[src/hw/rtl/mmda_pkg.sv]
`timescale 1ns / 1ps
// ----------------------------------------------------------------------------
// mmda_pkg
// Shared types and constants for the double-and-add modular multiplier.
// ----------------------------------------------------------------------------
package mmda_pkg;

    // Width of operands, modulus and result.
    localparam int DATA_W    = 63;
    // Default number of multiplier bits the scan may cover.
    localparam int WIDTH_DEF = 64;
    // Reduction counter: counts operand bits from the top one down to zero.
    localparam int RED_CNT_W = $clog2(DATA_W);
    localparam logic [RED_CNT_W-1:0] RED_FIRST = RED_CNT_W'(DATA_W - 1);

    typedef enum logic [1:0] {
        ST_IDLE,
        ST_REDUCE,
        ST_SCAN,
        ST_DONE
    } t_state;

    // Commands from the controller to the datapath.
    typedef struct packed {
        logic load;
        logic reduce_step;
        logic scan_step;
        logic store_out;
    } t_cmd;

    // Status from the datapath to the controller.
    typedef struct packed {
        logic mod_zero;
        logic reduce_last;
        logic scan_done;
    } t_status;

endpackage

[src/hw/rtl/mod_mul_double_and_add.sv]
`timescale 1ns / 1ps
// Sequence: load, reduction of both operands, then a scan of the multiplier bits
// (up to WIDTH, stopping when the rest is zero), a check and a store.
// One word is in work at a time.
// A zero modulus skips reduction and scan and returns zero.
// The output register holds a finished word while the next one is computed.
// Reset (synchronous, active low) sets the modulus to one and empties the block.
// ----------------------------------------------------------------------------
// mod_mul_double_and_add
// Modular multiplier: (multiplicand * multiplier) mod modulus by double-and-add.
// ----------------------------------------------------------------------------
//
// Both operands are reduced in parallel by restoring shift-and-subtract, one
// bit per cycle, so the length of the reduction is set by the operand width. The
// scan then consumes one multiplier bit per cycle: on a set bit the current
// multiplicand is added to the accumulator, and the multiplicand is doubled.
// Each add or double is followed by one conditional subtraction of m. All
// sums are 64 bits wide, so no modulus below 2^63 can overflow.
//
// The user must write the modulus via i_cfg_we / i_cfg_data only while idle; the block does not enforce it.
module mod_mul_double_and_add import mmda_pkg::*; #(
    parameter int WIDTH = WIDTH_DEF
) (
    input  logic              i_clk,
    input  logic              i_rst_n,
    input  logic              i_cfg_we,
    input  logic [DATA_W-1:0] i_cfg_data,
    input  logic              i_in_valid,
    output logic              o_in_ready,
    input  logic [DATA_W-1:0] i_multiplicand,
    input  logic [DATA_W-1:0] i_multiplier,
    output logic              o_out_valid,
    input  logic              i_out_ready,
    output logic [DATA_W-1:0] o_product_mod
);

    t_cmd    cmd;
    t_status status;

    mmda_ctrl u_ctrl (
        .i_clk       (i_clk),
        .i_rst_n     (i_rst_n),
        .i_in_valid  (i_in_valid),
        .o_in_ready  (o_in_ready),
        .o_out_valid (o_out_valid),
        .i_out_ready (i_out_ready),
        .i_status    (status),
        .o_cmd       (cmd)
    );

    mmda_datapath #(
        .WIDTH (WIDTH)
    ) u_datapath (
        .i_clk          (i_clk),
        .i_rst_n        (i_rst_n),
        .i_cfg_we       (i_cfg_we),
        .i_cfg_data     (i_cfg_data),
        .i_multiplicand (i_multiplicand),
        .i_multiplier   (i_multiplier),
        .i_cmd          (cmd),
        .o_status       (status),
        .o_product_mod  (o_product_mod)
    );

endmodule

[src/hw/rtl/mmda_datapath.sv]
`timescale 1ns / 1ps
// ----------------------------------------------------------------------------
// mmda_datapath
// Modulus register, restoring reduction of both operands, double-and-add scan.
// ----------------------------------------------------------------------------
module mmda_datapath import mmda_pkg::*; #(
    parameter int WIDTH = WIDTH_DEF
) (
    input  logic              i_clk,
    input  logic              i_rst_n,
    input  logic              i_cfg_we,
    input  logic [DATA_W-1:0] i_cfg_data,
    input  logic [DATA_W-1:0] i_multiplicand,
    input  logic [DATA_W-1:0] i_multiplier,
    input  t_cmd              i_cmd,
    output t_status           o_status,
    output logic [DATA_W-1:0] o_product_mod
);

    localparam int CNT_W = $clog2(WIDTH + 1);
    localparam logic [CNT_W-1:0] SCAN_MAX = CNT_W'(WIDTH);

    // One conditional subtraction of m after a value below 2m was formed.
    function automatic logic [DATA_W-1:0] cond_sub(logic [DATA_W:0] t, logic [DATA_W-1:0] m);
        logic [DATA_W:0] d;
        d = t - {1'b0, m};
        if (t >= {1'b0, m}) begin
            return d[DATA_W-1:0];
        end
        return t[DATA_W-1:0];
    endfunction

    logic [DATA_W-1:0]    r_mod;
    logic [DATA_W-1:0]    r_sa, r_sb;
    logic [DATA_W-1:0]    r_a, r_b, r_acc, r_out;
    logic [RED_CNT_W-1:0] r_red_cnt;
    logic [CNT_W-1:0]     r_scan;

    logic [DATA_W-1:0] n_a_red, n_b_red, n_acc_add, n_a_dbl;

    always_comb begin
        n_a_red   = cond_sub({r_a, r_sa[DATA_W-1]}, r_mod);
        n_b_red   = cond_sub({r_b, r_sb[DATA_W-1]}, r_mod);
        n_acc_add = cond_sub({1'b0, r_acc} + {1'b0, r_a}, r_mod);
        n_a_dbl   = cond_sub({r_a, 1'b0}, r_mod);
    end

    always_ff @(posedge i_clk) begin
        if (!i_rst_n) begin
            r_mod <= DATA_W'(1);
        end else if (i_cfg_we) begin
            r_mod <= i_cfg_data;
        end
    end

    always_ff @(posedge i_clk) begin
        if (i_cmd.load) begin
            r_sa      <= i_multiplicand;
            r_sb      <= i_multiplier;
            r_a       <= '0;
            r_b       <= '0;
            r_acc     <= '0;
            r_red_cnt <= RED_FIRST;
            r_scan    <= '0;
        end else if (i_cmd.reduce_step) begin
            r_sa      <= {r_sa[DATA_W-2:0], 1'b0};
            r_sb      <= {r_sb[DATA_W-2:0], 1'b0};
            r_a       <= n_a_red;
            r_b       <= n_b_red;
            r_red_cnt <= r_red_cnt - RED_CNT_W'(1);
        end else if (i_cmd.scan_step) begin
            if (r_b[0]) begin
                r_acc <= n_acc_add;
            end
            r_a    <= n_a_dbl;
            r_b    <= {1'b0, r_b[DATA_W-1:1]};
            r_scan <= r_scan + CNT_W'(1);
        end
        if (i_cmd.store_out) begin
            r_out <= r_acc;
        end
    end

    always_comb begin
        o_status.mod_zero    = (r_mod == '0);
        o_status.reduce_last = (r_red_cnt == '0);
        o_status.scan_done   = (r_b == '0) || (r_scan == SCAN_MAX);
    end

    assign o_product_mod = r_out;

endmodule

[src/hw/rtl/mmda_ctrl.sv]
`timescale 1ns / 1ps
// ----------------------------------------------------------------------------
// mmda_ctrl
// Sequencer for reduction and scan, plus the output word handshake.
// ----------------------------------------------------------------------------
module mmda_ctrl import mmda_pkg::*; (
    input  logic    i_clk,
    input  logic    i_rst_n,
    input  logic    i_in_valid,
    output logic    o_in_ready,
    output logic    o_out_valid,
    input  logic    i_out_ready,
    input  t_status i_status,
    output t_cmd    o_cmd
);

    t_state r_state, n_state;
    logic   r_out_valid, n_out_valid;

    always_ff @(posedge i_clk) begin
        if (!i_rst_n) begin
            r_state     <= ST_IDLE;
            r_out_valid <= 1'b0;
        end else begin
            r_state     <= n_state;
            r_out_valid <= n_out_valid;
        end
    end

    always_comb begin
        n_state = r_state;
        o_cmd   = '0;
        n_out_valid = r_out_valid && !i_out_ready;
        case (r_state)
            ST_IDLE: begin
                if (i_in_valid) begin
                    o_cmd.load = 1'b1;
                    n_state    = i_status.mod_zero ? ST_DONE : ST_REDUCE;
                end
            end
            ST_REDUCE: begin
                o_cmd.reduce_step = 1'b1;
                if (i_status.reduce_last) begin
                    n_state = ST_SCAN;
                end
            end
            ST_SCAN: begin
                if (i_status.scan_done) begin
                    n_state = ST_DONE;
                end else begin
                    o_cmd.scan_step = 1'b1;
                end
            end
            ST_DONE: begin
                // The result register frees up when its word is taken.
                if (!r_out_valid || i_out_ready) begin
                    o_cmd.store_out = 1'b1;
                    n_out_valid     = 1'b1;
                    n_state         = ST_IDLE;
                end
            end
            default: begin
                n_state = ST_IDLE;
            end
        endcase
    end

    assign o_in_ready  = (r_state == ST_IDLE);
    assign o_out_valid = r_out_valid;

endmodule

[config.mk]
export PLATFORM = sky130hd
export DESIGN_NAME = mod_mul_double_and_add
export DESIGN_NICKNAME = d
export VERILOG_FILES = /design/src/hw/rtl/mmda_pkg.sv /design/src/hw/rtl/mod_mul_double_and_add.sv /design/src/hw/rtl/mmda_datapath.sv /design/src/hw/rtl/mmda_ctrl.sv
export SDC_FILE = /design/constraint.sdc
export NUM_CORES = 2
export LEC_CHECK = 0
export BUFFER_PORTS_ARGS = -buffer_cell sky130_fd_sc_hd__buf_2
export CAP_MARGIN = 5
export CORE_MARGIN = 2
export CORE_UTILIZATION = 50
export CTS_BUF_LIST = sky130_fd_sc_hd__clkbuf_4
export CTS_CLUSTER_DIAMETER = 80
export DETAILED_ROUTE_END_ITERATION = 10
export PLACE_DENSITY = 0.69
export SLEW_MARGIN = 20
export SYNTH_ARGS = -nofsm -noshare
export SYNTH_HDL_FRONTEND = slang
export SYNTH_SLANG_ARGS = --single-unit
[constraint.sdc]
create_clock -name i_clk -period 6.85 [get_ports i_clk]
set_clock_uncertainty 0.1 [all_clocks]
set_input_delay 1.0275 -clock i_clk [delete_from_list [all_inputs] [get_ports i_clk]]
set_output_delay 1.0275 -clock i_clk [all_outputs]
set_load 0.05 [all_outputs]
==> results.yml <==
outcome:
  outcome: "complete, no violations"
cts:
  clkSlewWorstSetupHoldPaths_ns: 0.07
  clock_tree.buffer_depth: 3
  cts_num_sinks: 457
  postCtsSetupBuffers: 0
  hold_buffers: 0
  cts.root.buffer_cell: "clkbuf_4"
  cts_htree_levels: 4
  cts_tree: "built"
  clk-insertion-delay-late_ns: 1.07
  numCtsBuffers: 134
timing:
  final-hold-violation-count: 0
  final.min_clock_period_ns: 6.61
  final-setup-viol-count: 0
  holdWs_ns: 0.0958
  slew_viol_final: 0
  worst_margin_pin_slew_ns: 1.20
  achievable-frequency_mhz: 151
  setup_total_negative_slack_ns: 0
  min_period_over_period: 0.966
  slew-limit-headroom: 0.190
  grt_setup_unrepaired: "false"
synthesis:
  synth_warnings: 0
  synth_common_cells: "nand2_1 (712), a21oi_1 (531), nor2_1 (447)"
  synth-simple-area-share: 0.195
  postSynth.asyncResetShare: 0
  synth.lib_cells_used.distinct: 90
  synthMuxAreaShare: 0.0498
  mapped_nets: 5270
  synth_compound_gate_area_share: 0.259
  synth_cells: 4810
  synth_top_family_by_area: "compound AO/OA/AOI/OAI gates"
  yosys-top-cells-area: "edfxtp_1 (15%), dfxtp_1 (14%), ha_1 (8.8%)"
  synth.yosys.seq_area_share: 0.296
  synthesis.area_per_instance_um2: 7.76
  top_cell_type_s_share_of_synthesized_area: 0.152
  synthAdderAreaFrac: 0.0902
  synth-main-ff-cell: "dfxtp_1"
  synth_edf_count: 189
  most_instantiated_library_cell_after_synthesis: "nand2_1"
  syn-cell-area_um2: 37300
  synth_area_leader_cell: "edfxtp_1"
  postSynthRegisterBits: 457
  synth-xor-area-share: 0.0632
drt:
  dr_total_vias: 37679
  finalWirelength_um: 141000
  drc: 0
  via_per_inst: 6.22
  drt_pass_1_iters: 8
  routedWlPerCell_um: 23.3
  route.antenna.remaining_nets: 0
  drt_iter0_markers: 3778
min_path:
  min_path_type: "in -> reg"
  hold_depth: 3
cells_and_area:
  filler_cell_count: 7229
  final_net_count: 5428
  final_area_um2: 41000
  syn2layout_area_growth_pct: 9.78
  layout-drive-gt1-share: 0.124
run:
  cap_viol_max_count: 0
setup_path:
  reg2reg_depth: 25
  crit_fanout: 30
  worst_setup_path_start_kind: "flip-flop"
  cpPeakStageDelay_ns: 0.43
  worstPathArrival_ns: 7.43
  reg2reg_slack_ns: 0.24
  critical_path_class: "reg -> reg"
  cp_data_required_time_ns: 7.67
  cp-end-kind: "flip-flop"
  critPathSlowestCell: "fa_1"
global_routing:
  via_count_of_the_first_global_routing_pass: 35070
  grt.overflow.total: 0
  gr-max-usage-layer: "met2"
  global_route.usage.total: 0.353
  grt_util_met2: 0.526
  grt_start_max_net_pins: 183
  antenna_found_initial: 5
  global_route.usage.met1: 0.487
  globalRouteMet3Util: 0.0812
  grt_first_pass_wirelength_um: 209000
place:
  dpl_cell_area_um2: 39100
  numPortBuffers: 258
  place.gp.congestion: 0.990
  hpwlAfterDp_um: 108000
floorplan:
  pin_count: 259
  die_x_um: 277
  start_util: 0.503
  placeableCoreArea_um2: 74200
  design.die.area_um2: 76800
  row_count: 100
  die_height_um: 277
pwr:
  irDropWorstVdd_uv: 356
  power_per_cell_area_nw_per_um2: 593
  report.power.total_mw: 24.3
  cellLeakagePower_nw: 18.1
-- critical path, delay by kind of cell, from the launching register on --
family / cells / cell delay, ns
buffers and inverters: 2 / 0.43
DFF: 1 / 0.37
and+or+nand+nor: 9 / 2.06
adders and majority gates: 3 / 1.10
xor gates and xnor gates: 1 / 0.17
AOI/OAI and AO/OA: 10 / 2.27
-- where the power goes --
group / leakage, nW / internal [mW] / total (mW) / switching (mW)
registers: 4.04 / 3.91 / 4.68 / 0.769
clock network: 1.05 / 1.39 / 2.76 / 1.37
logic: 13.0 / 5.98 / 16.8 / 10.9
total: 18.1 / 11.3 / 24.3 / 13.0
-- state kept, by name, summed over array words and instances (netlist names), 6 cells and up --
name                      count
u_datapath.r_sa              63
u_datapath.r_acc             63
u_datapath.r_b               63
u_datapath.r_sb              63
u_datapath.o_product_mod     63
u_datapath.r_mod             63
u_datapath.r_red_cnt          6
u_datapath.r_scan             7
u_datapath.r_a               63
-- final cells by class --
cell class	instances	area, um2	share of cell area
antenna	10	25.0	0.000611
clock buffer	205	1540	0.0376
clock inverter	40	241	0.00590
inverter	165	622	0.0152
multi-input combinational	3905	24600	0.600
sequential	457	11000	0.270
tap	969	1210	0.0296
timing repair buffer	305	1700	0.0414
-- kinds of logic after synthesis --
logic type      count (synthesis)
simple gates                 1643
flops                         457
mux                           181
buf+inv                       448
compound gates               1546
xor+xnor                      269
fa+ha+maj                     266
-- what timing repair did --
| action | in CTS | in global routing |
|---|---|---|
| gates resized for setup | 1 | 1 |
| pin swaps | 0 | 0 |
| setup endpoints to repair | 3 | 7 |
-- through the flow --
| stage | util | setup WS [ns] | instances |
|---|---|---|---|
| after floorplan | - | 1.66 | 4810 |
| after global placement | 0.527 | 0.0565 | 5801 |
| after detailed placement | 0.527 | 0.0153 | 5801 |
| after CTS | 0.552 | 0.128 | 6046 |
| after global routing | 0.552 | 0.0478 | 6053 |
| final | 0.552 | 0.236 | 6056 |
-- worst paths after layout --
path | endpoint | startpoint
worst max-delay path | u_datapath.r_acc[49]$_SDFFE_PP0P_ | u_datapath.r_a[0]$_SDFFE_PP0P_
worst min-delay path | u_datapath.r_mod[19]$_SDFFE_PN0P_ | i_cfg_data[19]
worst max register to register | u_datapath.r_acc[49]$_SDFFE_PP0P_ | u_datapath.r_a[0]$_SDFFE_PP0P_
worst min register to register | u_datapath.o_product_mod[11]$_DFFE_PP_ | u_datapath.r_acc[11]$_SDFFE_PP0P_
-- cells in the final DEF, fill, tap and decap left out, types with 98 or more instances in the layout --
master    netlist  routed
a211oi_1      132     132
a21o_1        147     147
a21oi_1       531     530
buf_2          38     257
clkbuf_4        0     205
dfxtp_1       268     268
edfxtp_1      189     189
ha_1          261     260
inv_1         165     163
mux2i_1       143     143
nand2_1       712     710
nand4_1        98      98
nor2_1        447     446
o21ai_0       330     330
xnor2_1       176     176
-- routing by layer --
layer	part of all wire	vias to the layer above
met5	0	-
met1	0.44	17770
li1	-	17866
met4	0.045	0
met2	0.42	1721
met3	0.097	322
No activity file was read; power rests on OpenSTA's default activity.
